**config.mk**
```make
export PLATFORM = sky130hd
export DESIGN_NAME = predictive_frame_scheduler_core
export DESIGN_NICKNAME = d
export VERILOG_FILES = /design/src/sv/fsc_pkg.sv /design/src/sv/fsc_front.sv /design/src/sv/fsc_queue.sv /design/src/sv/fsc_div.sv /design/src/sv/fsc_back.sv /design/src/sv/predictive_frame_scheduler_core.sv
export SDC_FILE = /design/constraint.sdc
export NUM_CORES = 2
export LEC_CHECK = 0
export ABC_AREA = 0
export BUFFER_PORTS_ARGS = -buffer_cell sky130_fd_sc_hd__buf_2
export CAP_MARGIN = 25
export CORE_ASPECT_RATIO = 0.9
export CORE_MARGIN = 4
export CORE_UTILIZATION = 61
export DETAILED_ROUTE_END_ITERATION = 10
export GPL_TIMING_DRIVEN = 0
export PLACE_DENSITY_LB_ADDON = 0.3
export SLEW_MARGIN = 20
export SYNTH_ARGS = -nofsm -noshare
export SYNTH_HDL_FRONTEND = slang
export SYNTH_SLANG_ARGS = --single-unit
export TNS_END_PERCENT = 20
```
**constraint.sdc**
```tcl
create_clock -name clk -period 14 [get_ports clk]
set_input_delay 0.7 -clock clk [delete_from_list [all_inputs] [get_ports clk]]
set_output_delay 0.7 -clock clk [all_outputs]
set_load 0.03 [all_outputs]
```
**src/sv/fsc_pkg.sv**
```systemverilog
// ----------------------------------------------------------------------------
// Frame scheduler package
// Shared types, event and action codes, and sizing constants.
// ----------------------------------------------------------------------------
package fsc_pkg;

  localparam logic [2:0] OP_FRAME_REQ  = 3'd0;
  localparam logic [2:0] OP_COMMIT     = 3'd1;
  localparam logic [2:0] OP_PRESENT    = 3'd2;
  localparam logic [2:0] OP_FEEDBACK   = 3'd3;
  localparam logic [2:0] OP_IDLE_FIRED = 3'd4;
  localparam logic [2:0] OP_TIMER_FIRED = 3'd5;

  localparam logic [1:0] IDLE_NONE    = 2'd0;
  localparam logic [1:0] IDLE_REQUEST = 2'd1;
  localparam logic [1:0] IDLE_CANCEL  = 2'd2;

  localparam logic [1:0] TIMER_LEAVE  = 2'd0;
  localparam logic [1:0] TIMER_DISARM = 2'd1;
  localparam logic [1:0] TIMER_ARM    = 2'd2;

  localparam logic [0:0] REG_MIN_MARGIN = 1'd0;
  localparam logic [0:0] REG_IDLE_THR   = 1'd1;

  localparam int FSC_QUEUE_DEPTH = 4;

  localparam logic [26:0] MIN_MARGIN_RST = 27'd1500000;
  localparam logic [26:0] IDLE_THR_RST   = 27'd1000000;
  localparam logic [31:0] RECIP_5        = 32'hCCCCCCCD;
  localparam logic [26:0] RECIP_MS       = 27'd70368745;
  localparam logic [11:0] TIMER_MS_MAX   = 12'd4095;
  localparam logic signed [65:0] SAT_NS  = 66'sd4096000000;
  localparam logic signed [65:0] MS_NS   = 66'sd1000000;

  typedef struct packed {
    logic [2:0]         opcode;
    logic               output_enabled;
    logic               presented;
    logic [29:0]        refresh_period_ns;
    logic [62:0]        present_time_ns;
    logic [62:0]        current_time_ns;
    logic signed [31:0] gpu_duration_ns;
    logic [29:0]        pre_render_ns;
    logic               gpu_timer_valid;
  } fsc_in_t;

  typedef struct packed {
    logic        frame_emitted;
    logic [1:0]  idle_action;
    logic [1:0]  timer_action;
    logic [11:0] timer_ms;
    logic [31:0] estimate_ns;
  } fsc_out_t;

  // Classified event as it waits in the queue.
  typedef struct packed {
    logic [2:0]         opcode;
    logic               output_enabled;
    logic               presented;
    logic [31:0]        gpu_duration_ns;
    logic [29:0]        pre_render_ns;
    logic               gpu_timer_valid;
    logic               refresh_zero;
    logic [26:0]        margin_ns;
    logic signed [64:0] slack_ns;
  } fsc_job_t;

endpackage

```
**src/sv/fsc_front.sv**
```systemverilog
// ----------------------------------------------------------------------------
// Frame scheduler front end
// Works out the state-free timing terms of an event before it is queued.
// ----------------------------------------------------------------------------
module fsc_front import fsc_pkg::*; (
  input  fsc_in_t     in_data,
  input  logic [26:0] min_margin,
  output fsc_job_t    job
);

  logic [59:0] prod;
  logic [25:0] fifth;
  logic [26:0] twentieth;

  // refresh / 20 = (refresh >> 2) / 5, the latter by reciprocal multiply.
  assign prod      = 60'(in_data.refresh_period_ns[29:2]) * 60'(RECIP_5);
  assign fifth     = prod[59:34];
  assign twentieth = {1'b0, fifth};

  always_comb begin
    job.opcode          = in_data.opcode;
    job.output_enabled  = in_data.output_enabled;
    job.presented       = in_data.presented;
    job.gpu_duration_ns = in_data.gpu_duration_ns;
    job.pre_render_ns   = in_data.pre_render_ns;
    job.gpu_timer_valid = in_data.gpu_timer_valid;
    job.refresh_zero    = (in_data.refresh_period_ns == 30'd0);
    job.margin_ns       = (twentieth < min_margin) ? min_margin : twentieth;
    job.slack_ns        = $signed({2'b00, in_data.present_time_ns})
                        + $signed({35'd0, in_data.refresh_period_ns})
                        - $signed({2'b00, in_data.current_time_ns});
  end

endmodule

```
**src/sv/fsc_queue.sv**
```systemverilog
// ----------------------------------------------------------------------------
// Frame scheduler event queue
// Small FIFO that decouples event intake from event execution.
// ----------------------------------------------------------------------------
module fsc_queue import fsc_pkg::*; #(
  parameter int DEPTH = FSC_QUEUE_DEPTH
) (
  input  logic     clk,
  input  logic     rst_n,
  input  logic     push,
  input  fsc_job_t push_data,
  output logic     full,
  input  logic     pop,
  output logic     not_empty,
  output fsc_job_t head
);

  localparam int PW = (DEPTH > 1) ? $clog2(DEPTH) : 1;
  localparam int CW = $clog2(DEPTH + 1);

  fsc_job_t        mem_r [DEPTH];
  logic [PW-1:0]   wr_ptr_r, rd_ptr_r;
  logic [CW-1:0]   cnt_r;

  assign full      = (cnt_r == CW'(DEPTH));
  assign not_empty = (cnt_r != '0);
  assign head      = mem_r[rd_ptr_r];

  always_ff @(posedge clk) begin
    if (push) begin
      mem_r[wr_ptr_r] <= push_data;
    end
  end

  always_ff @(posedge clk) begin
    if (!rst_n) begin
      wr_ptr_r <= '0;
      rd_ptr_r <= '0;
      cnt_r    <= '0;
    end else begin
      if (push) begin
        wr_ptr_r <= (wr_ptr_r == PW'(DEPTH - 1)) ? '0 : wr_ptr_r + 1'b1;
      end
      if (pop) begin
        rd_ptr_r <= (rd_ptr_r == PW'(DEPTH - 1)) ? '0 : rd_ptr_r + 1'b1;
      end
      if (push && !pop) begin
        cnt_r <= cnt_r + 1'b1;
      end else if (pop && !push) begin
        cnt_r <= cnt_r - 1'b1;
      end
    end
  end

endmodule

```
**src/sv/fsc_div.sv**
```systemverilog
// ----------------------------------------------------------------------------
// Frame scheduler divider
// Constant divider by reciprocal multiply: divide by 5 or by one million.
// ----------------------------------------------------------------------------
module fsc_div import fsc_pkg::*; (
  input  logic        clk,
  input  logic        rst_n,
  input  logic        start,
  input  logic        by_ms,
  input  logic [31:0] dividend,
  output logic        busy,
  output logic [31:0] quotient
);

  logic [31:0] dvd_r;
  logic        by_ms_r;
  logic        busy_r;
  logic [31:0] quo_r;
  logic [63:0] prod_five;
  logic [52:0] prod_ms;

  // x / 5 = (x * ceil(2^34 / 5)) >> 34, exact for any 32-bit x.
  assign prod_five = 64'(dvd_r) * 64'(RECIP_5);
  // x / 1000000 = (x >> 6) / 15625; for a 26-bit operand the product with
  // ceil(2^40 / 15625) shifted down by 40 is exact.
  assign prod_ms   = 53'(dvd_r[31:6]) * 53'(RECIP_MS);

  assign busy     = busy_r;
  assign quotient = quo_r;

  always_ff @(posedge clk) begin
    if (start) begin
      dvd_r   <= dividend;
      by_ms_r <= by_ms;
    end
    if (busy_r) begin
      quo_r <= by_ms_r ? {19'd0, prod_ms[52:40]} : {2'b00, prod_five[63:34]};
    end
  end

  // busy_r follows start; the quotient register loads while busy_r is high.
  always_ff @(posedge clk) begin
    if (!rst_n) begin
      busy_r <= 1'b0;
    end else begin
      busy_r <= start;
    end
  end

endmodule

```
**src/sv/fsc_back.sv**
```systemverilog
// ----------------------------------------------------------------------------
// Frame scheduler back end
// Executes queued events against the scheduler state and issues results.
// ----------------------------------------------------------------------------
module fsc_back import fsc_pkg::*; (
  input  logic        clk,
  input  logic        rst_n,
  input  logic        q_valid,
  input  fsc_job_t    q_data,
  output logic        q_pop,
  input  logic [26:0] idle_thr,
  output logic        out_valid,
  input  logic        out_ready,
  output fsc_out_t    out_data
);

  typedef enum logic [2:0] {
    ST_RUN = 3'b001,
    ST_EST = 3'b010,
    ST_MS  = 3'b100
  } state_t;

  state_t      state_r, state_nxt;
  logic        fw_r, fw_nxt;
  logic        loop_r, loop_nxt;
  logic        idle_req_r, idle_req_nxt;
  logic [31:0] est_r, est_nxt;
  logic        est_valid_r, est_valid_nxt;
  logic [29:0] held_pre_r, held_pre_nxt;
  logic        held_tv_r, held_tv_nxt;
  logic        fb_wait_r, fb_wait_nxt;
  logic        out_valid_r, out_valid_nxt;
  fsc_out_t    out_data_r, out_data_nxt;

  logic              div_start, div_busy, div_by_ms;
  logic [31:0]       div_dvd, div_q;

  logic [30:0]        gpu_used;
  logic [31:0]        sample;
  logic [31:0]        avg_hi, avg_lo;
  logic [32:0]        gap_rnd;
  logic signed [65:0] delay;
  logic               is_pres, need_est, idle_pres, sat, under_ms, need_ms;
  logic               slot_free, do_item;
  fsc_out_t           res;

  fsc_div u_div (
    .clk      (clk),
    .rst_n    (rst_n),
    .start    (div_start),
    .by_ms    (div_by_ms),
    .dividend (div_dvd),
    .busy     (div_busy),
    .quotient (div_q)
  );

  assign gpu_used = (held_tv_r && q_data.gpu_duration_ns != 32'd0 && !q_data.gpu_duration_ns[31])
                  ? q_data.gpu_duration_ns[30:0] : 31'd0;
  assign sample   = {2'b00, held_pre_r} + {1'b0, gpu_used};
  // The weighted average moves the larger value toward the smaller one by
  // a tenth of their gap, rounded so the floor of the average results.
  assign avg_hi   = (sample > est_r) ? sample : est_r;
  assign avg_lo   = (sample > est_r) ? est_r : sample;
  assign gap_rnd  = {1'b0, avg_hi - avg_lo} + 33'd9;
  assign delay    = {q_data.slack_ns[64], q_data.slack_ns}
                  - $signed({34'd0, est_r}) - $signed({39'd0, q_data.margin_ns});

  assign is_pres   = (q_data.opcode == OP_PRESENT) && q_data.presented;
  assign need_est  = is_pres && fb_wait_r;
  assign idle_pres = !est_valid_r || q_data.refresh_zero
                  || (delay < $signed({39'd0, idle_thr}));
  assign sat       = (delay >= SAT_NS);
  assign under_ms  = (delay < MS_NS);
  assign need_ms   = is_pres && !idle_pres && !sat && !under_ms;
  assign slot_free = out_ready || !out_valid_r;

  always_comb begin
    state_nxt     = state_r;
    fw_nxt        = fw_r;
    loop_nxt      = loop_r;
    idle_req_nxt  = idle_req_r;
    est_nxt       = est_r;
    est_valid_nxt = est_valid_r;
    held_pre_nxt  = held_pre_r;
    held_tv_nxt   = held_tv_r;
    fb_wait_nxt   = fb_wait_r;
    div_start     = 1'b0;
    div_by_ms     = 1'b0;
    div_dvd       = gap_rnd[32:1];
    do_item       = 1'b0;
    res           = '0;

    case (state_r)
      ST_RUN: begin
        if (q_valid) begin
          if (need_est) begin
            // Fold held render feedback into the estimate before timing.
            fb_wait_nxt = 1'b0;
            if (!est_valid_r) begin
              est_nxt       = sample;
              est_valid_nxt = 1'b1;
            end else begin
              div_start = 1'b1;
              state_nxt = ST_EST;
            end
          end else if (need_ms) begin
            div_start = 1'b1;
            div_by_ms = 1'b1;
            div_dvd   = delay[31:0];
            state_nxt = ST_MS;
          end else if (slot_free) begin
            do_item = 1'b1;
          end
        end
      end
      ST_EST: begin
        if (!div_busy) begin
          est_nxt   = avg_hi - div_q;
          state_nxt = ST_RUN;
        end
      end
      ST_MS: begin
        if (!div_busy && slot_free) begin
          do_item   = 1'b1;
          state_nxt = ST_RUN;
        end
      end
      default: begin
        state_nxt = ST_RUN;
      end
    endcase

    if (do_item) begin
      case (q_data.opcode)
        OP_FRAME_REQ: begin
          fw_nxt = 1'b1;
          if (!idle_req_r && !loop_r) begin
            res.timer_action = TIMER_DISARM;
            res.idle_action  = IDLE_REQUEST;
            idle_req_nxt     = 1'b1;
          end
        end
        OP_COMMIT: begin
          if (q_data.output_enabled) begin
            loop_nxt         = 1'b1;
            res.timer_action = TIMER_DISARM;
            if (idle_req_r) begin
              idle_req_nxt    = 1'b0;
              res.idle_action = IDLE_CANCEL;
            end
          end
        end
        OP_PRESENT: begin
          if (!q_data.presented) begin
            loop_nxt = 1'b0;
          end else if (idle_pres) begin
            res.timer_action = TIMER_DISARM;
            if (!idle_req_r) begin
              idle_req_nxt    = 1'b1;
              res.idle_action = IDLE_REQUEST;
            end
          end else begin
            if (idle_req_r) begin
              idle_req_nxt    = 1'b0;
              res.idle_action = IDLE_CANCEL;
            end
            if (sat) begin
              res.timer_action = TIMER_ARM;
              res.timer_ms     = TIMER_MS_MAX;
            end else if (under_ms) begin
              res.timer_action = TIMER_DISARM;
            end else begin
              res.timer_action = TIMER_ARM;
              res.timer_ms     = div_q[11:0];
            end
          end
        end
        OP_FEEDBACK: begin
          held_pre_nxt = q_data.pre_render_ns;
          held_tv_nxt  = q_data.gpu_timer_valid;
          fb_wait_nxt  = 1'b1;
        end
        OP_IDLE_FIRED: begin
          if (idle_req_r) begin
            idle_req_nxt      = 1'b0;
            loop_nxt          = 1'b0;
            fw_nxt            = 1'b0;
            res.frame_emitted = fw_r;
          end
        end
        OP_TIMER_FIRED: begin
          loop_nxt          = 1'b0;
          fw_nxt            = 1'b0;
          res.frame_emitted = fw_r;
        end
        default: begin
        end
      endcase
      res.estimate_ns = est_r;
    end

    out_data_nxt  = do_item ? res : out_data_r;
    out_valid_nxt = do_item ? 1'b1 : (out_ready ? 1'b0 : out_valid_r);
  end

  assign q_pop     = do_item;
  assign out_valid = out_valid_r;
  assign out_data  = out_data_r;

  always_ff @(posedge clk) begin
    out_data_r <= out_data_nxt;
  end

  always_ff @(posedge clk) begin
    if (!rst_n) begin
      state_r     <= ST_RUN;
      fw_r        <= 1'b0;
      loop_r      <= 1'b0;
      idle_req_r  <= 1'b0;
      est_r       <= '0;
      est_valid_r <= 1'b0;
      held_pre_r  <= '0;
      held_tv_r   <= 1'b0;
      fb_wait_r   <= 1'b0;
      out_valid_r <= 1'b0;
    end else begin
      state_r     <= state_nxt;
      fw_r        <= fw_nxt;
      loop_r      <= loop_nxt;
      idle_req_r  <= idle_req_nxt;
      est_r       <= est_nxt;
      est_valid_r <= est_valid_nxt;
      held_pre_r  <= held_pre_nxt;
      held_tv_r   <= held_tv_nxt;
      fb_wait_r   <= fb_wait_nxt;
      out_valid_r <= out_valid_nxt;
    end
  end

endmodule

```
**src/sv/predictive_frame_scheduler_core.sv**
```systemverilog
// ----------------------------------------------------------------------------
// Predictive frame scheduler core
// Event-driven frame-start scheduler with a render-time estimate.
// ----------------------------------------------------------------------------
// Usage: events enter on the in_ channel (valid/ready), one transfer per event,
// and each event yields exactly one result transfer on the out_ channel, in order.
// The cfg_ port writes the margin floor (index 0) and the idle threshold
// (index 1); write it only while no event is in flight.
// Throughput: the front end takes one event per cycle into a queue of
// QUEUE_DEPTH entries while the queue is not full. Each event passes through
// the queue and the output register; most events execute directly from ST_RUN.
// A shown present that takes its first render sample loads the estimate
// with it before timing; one that averages held feedback into the estimate
// waits in ST_EST for the reciprocal-multiply divider, and one that arms a
// timer below saturation waits in ST_MS for it as well.
// Reset (synchronous, active low) clears all flags, the estimate, the queue and
// the output valid flag, and restores the register defaults.
// When the receiver stalls, the finished result holds in the output register,
// the back end pops no further events, and the queue fills before in_ready drops.
// ----------------------------------------------------------------------------
module predictive_frame_scheduler_core import fsc_pkg::*; #(
  parameter int QUEUE_DEPTH = FSC_QUEUE_DEPTH
) (
  input  logic        clk,
  input  logic        rst_n,
  input  logic        in_valid,
  output logic        in_ready,
  input  fsc_in_t     in_data,
  output logic        out_valid,
  input  logic        out_ready,
  output fsc_out_t    out_data,
  input  logic        cfg_we,
  input  logic [0:0]  cfg_index,
  input  logic [26:0] cfg_wdata
);

  logic [26:0] min_margin_r;
  logic [26:0] idle_thr_r;
  fsc_job_t    job, head;
  logic        q_full, q_valid, q_pop, push;

  // Configuration registers, written directly by the cfg_ port.
  always_ff @(posedge clk) begin
    if (!rst_n) begin
      min_margin_r <= MIN_MARGIN_RST;
      idle_thr_r   <= IDLE_THR_RST;
    end else if (cfg_we) begin
      case (cfg_index)
        REG_MIN_MARGIN: min_margin_r <= cfg_wdata;
        REG_IDLE_THR:   idle_thr_r   <= cfg_wdata;
        default: begin
        end
      endcase
    end
  end

  // The front end computes the margin and the raw slack to the next vblank.
  fsc_front u_front (
    .in_data    (in_data),
    .min_margin (min_margin_r),
    .job        (job)
  );

  assign in_ready = !q_full;
  assign push     = in_valid && !q_full;

  fsc_queue #(
    .DEPTH (QUEUE_DEPTH)
  ) u_queue (
    .clk       (clk),
    .rst_n     (rst_n),
    .push      (push),
    .push_data (job),
    .full      (q_full),
    .pop       (q_pop),
    .not_empty (q_valid),
    .head      (head)
  );

  // The back end owns the scheduler state and the output register.
  fsc_back u_back (
    .clk       (clk),
    .rst_n     (rst_n),
    .q_valid   (q_valid),
    .q_data    (head),
    .q_pop     (q_pop),
    .idle_thr  (idle_thr_r),
    .out_valid (out_valid),
    .out_ready (out_ready),
    .out_data  (out_data)
  );

endmodule

```
==> flow_summary.ini <==
[run_status]
status = completed

[drt]
antenna_left = 0
wl_um = 245000
post-route-drc-count = 0
dr.pass1.iters = 6
routedWlPerCell_um = 24.3
first_iter_violations = 5819
vias = 61000
drt-vias-per-instance = 6.04

[worst_setup_path]
critPathArrivalTime_ns = 13.97
start_kind = flip-flop
cp_slowest_cell = dfxtp_2
r2r-end = u_back.est_r[31]
reg2regPathDepth = 52
max_stage_delay_ns = 0.51
path_class = reg2reg
r2r_slack_ns = 0.60
crit_family = compound AO/OA/AOI/OAI gates
cpMostUsedCell = o21ai_0
cp_num_buf_inv = 10
path_max_fanout = 19
endpoint_kind = flip-flop
cp_data_required_time_ns = 14.57

[floorplan]
die-area_mm2 = 0.147
die_x_um = 404
io_pins = 308
die_y_um = 364
core_region_area_mm2 = 0.140
floorplan.initialDensity = 0.615
rows = 130

[power_and_ir_drop]
powerDensity_mw_per_mm2 = 248
vdd_drop_max_mv = 0.689
swShare = 0.493
power.internal_uw = 11800
net-switching-power_uw = 11500
seqPwrFrac = 0.173
power.leakage_uw = 0.0429
p_clk_frac = 0.110
pwr-share-comb = 0.716

[synthesis]
synth_cell_types = 91
yosys_warnings = 0
synth_nets = 10000
ys_seq_area_frac = 0.296
async_flop_share = 0
synth_top_area_share = 0.264
synth_edf_count = 756
ys_seq_elements = 892
yosys-top-cells-count = inv_1, ha_1, fa_1
synthFlopType = edfxtp_1
yosysMostFrequentCell = inv_1
syn_area_mm2 = 0.0859
syn_avg_cell_area_um2 = 11.1
netlist_top_cells_area = edfxtp_1, fa_1, ha_1
synthCells = 7750
synth_largest_area_cell = edfxtp_1

[timing]
fmax_mhz = 74.6
holdWs_ns = 0.200
finalSetupViolCount = 0
finClkSkew_ns = 0.0414
period_needed_ns = 13.40
setup_tns_ns = 0
slew_headroom = 0.248
fin_crit_sh = 0.957
setup_ws_ns = 0.600
final_max_slew_viol_count = 0
rsz0062_at_grt = false
hold_viol_final = 0
worst_pin_slew_ns = 1.13

[placement]
dp_hpwl_um = 200000
place_area_mm2 = 0.0903
routabilityCongestion = 1.01
portBuffers = 306
post-place-ws_ns = -3.00

[min_path]
holdPathEnd = u_queue.mem_r[2][114]
hold_class = in2reg
hold_start = in_data[21]
holdPathStages = 1

[global_routing]
grt_pass1_wl_um = 377000
antenna_found_initial = 12
grt_usage = 0.339
gr-total-overflow = 0
grt_pass1_vias = 63300
grt_start_max_net_pins = 48

[flow_run]
maxCapViolCount = 0

[cells_and_area]
syn_to_final_growth_pct = 9.08
fill_cells = 10400
final_nets = 10400
drive_above_1_share = 0.104
finish.utilization = 0.671
finalInstanceArea_mm2 = 0.0937

[clock_tree]
cts-buffers-inserted = 91
clock_sinks = 892
cts_tree = yes
root_buffer = clkbuf_16
htree_levels = 3
clk-insertion-delay-late_ns = 0.73
clock_path_buffers = 3
path_clk_slew_ns = 0.07
[cells by family after synthesis]
| logic type | Yosys count | synth area share |
|---|---|---|
| xor gates and xnor gates | 314 | 0.0320 |
| AOI/OAI and AO/OA | 1203 | 0.0938 |
| and+or+nand+nor | 1385 | 0.0821 |
| adders and majority gates | 1993 | 0.369 |
| DFF | 892 | 0.296 |
| muxes | 233 | 0.0511 |
| buffers and inverters | 1730 | 0.0765 |
[sequential cells by signal, indices dropped and copies added (netlist names), named ones only]
register               flops
u_back.idle_req_r          1
u_back.u_div.by_ms_r       1
min_margin_r              27
u_back.u_div.busy          1
u_back.est_r              32
u_back.held_pre_r         30
u_back.fw_r                1
u_back.fb_wait_r           1
u_back.out_valid           1
u_back.out_data           49
u_back.held_tv_r           1
u_back.state_r             3
u_back.u_div.dvd_r        32
u_queue.mem_r            644
u_back.est_valid_r         1
idle_thr_r                27
u_queue.cnt_r              3
u_queue.wr_ptr_r           2
u_queue.rd_ptr_r           2
u_back.loop_r              1
u_back.u_div.quotient     30
[cells in the final DEF, fill, tap and decap left out, types with 160 or more instances in the layout]
cell,n
ha_1,1093
mux4_2,160
nand2_1,414
buf_2,314
a21oi_1,302
o21ai_0,200
inv_1,1564
edfxtp_1,756
fa_1,900
nor2_1,269
xnor2_1,208
[power by group through the flow]
stage | sequential, uW | combinational, uW | clock [uW]
3_5_place_dp | 4070 | 16100 | 0
6_report | 4030 | 16700 | 2570
5_1_grt | 4060 | 18300 | 2710
2_1_floorplan | 4180 | 11400 | 0
4_1_cts | 4030 | 16400 | 2600
3_3_place_gp | 4100 | 15600 | 0
[final cells by class]
class	count	area [um2]	share of cell area
antenna	7	17.5	0.000187
clock buffer	106	2420	0.0258
timing repair buffer	335	2080	0.0222
sequential	892	25400	0.271
multi-input combinational	5128	54100	0.577
tap	1848	2310	0.0247
inverter	1565	5880	0.0627
buffer	157	718	0.00766
clock inverter	60	768	0.00819
[through the flow]
stage                     cells  total power [uW]
after global placement     9904             19700
after CTS                 10100             23000
after detailed placement   9924             20100
after global routing      10100             25100
after floorplan            7750             15600
final                     10100             23300
[per-layer routing]
layer / up-vias / global-route usage / part of all wire
met3: 492 / 0.0778 / 0.10
met4: 6 / 0.124 / 0.043
li1: 27400 / - / -
met2: 2856 / 0.526 / 0.45
met5: - / 0 / 0.00015
met1: 30300 / 0.470 / 0.41
[what timing repair did]
item | 4_1_cts | 5_1_grt
hold buffers | 0 | 0
pin swaps | 1 | 3
buffers inserted | 2 | 0
hold endpoints to repair | 0 | 0
endpoints found under the setup margin | 48 | 12
gates resized for setup | 44 | 22
[worst max path at each step]
stage / from / slack [ns] / end / cells past startpoint
detailed placement: flip-flop / -3.00 / u_back.est_r[31] / 56
global route: flip-flop / 0.02 / u_back.est_r[31] / 53
finish: flip-flop / 0.60 / u_back.est_r[31] / 52
floorplan: flip-flop / 1.66 / u_back.est_r[31] / 55
global placement: flip-flop / -3.23 / u_back.est_r[30] / 56
CTS: flip-flop / 0.06 / u_back.est_r[31] / 53
No activity file was read; power rests on OpenSTA's default activity.
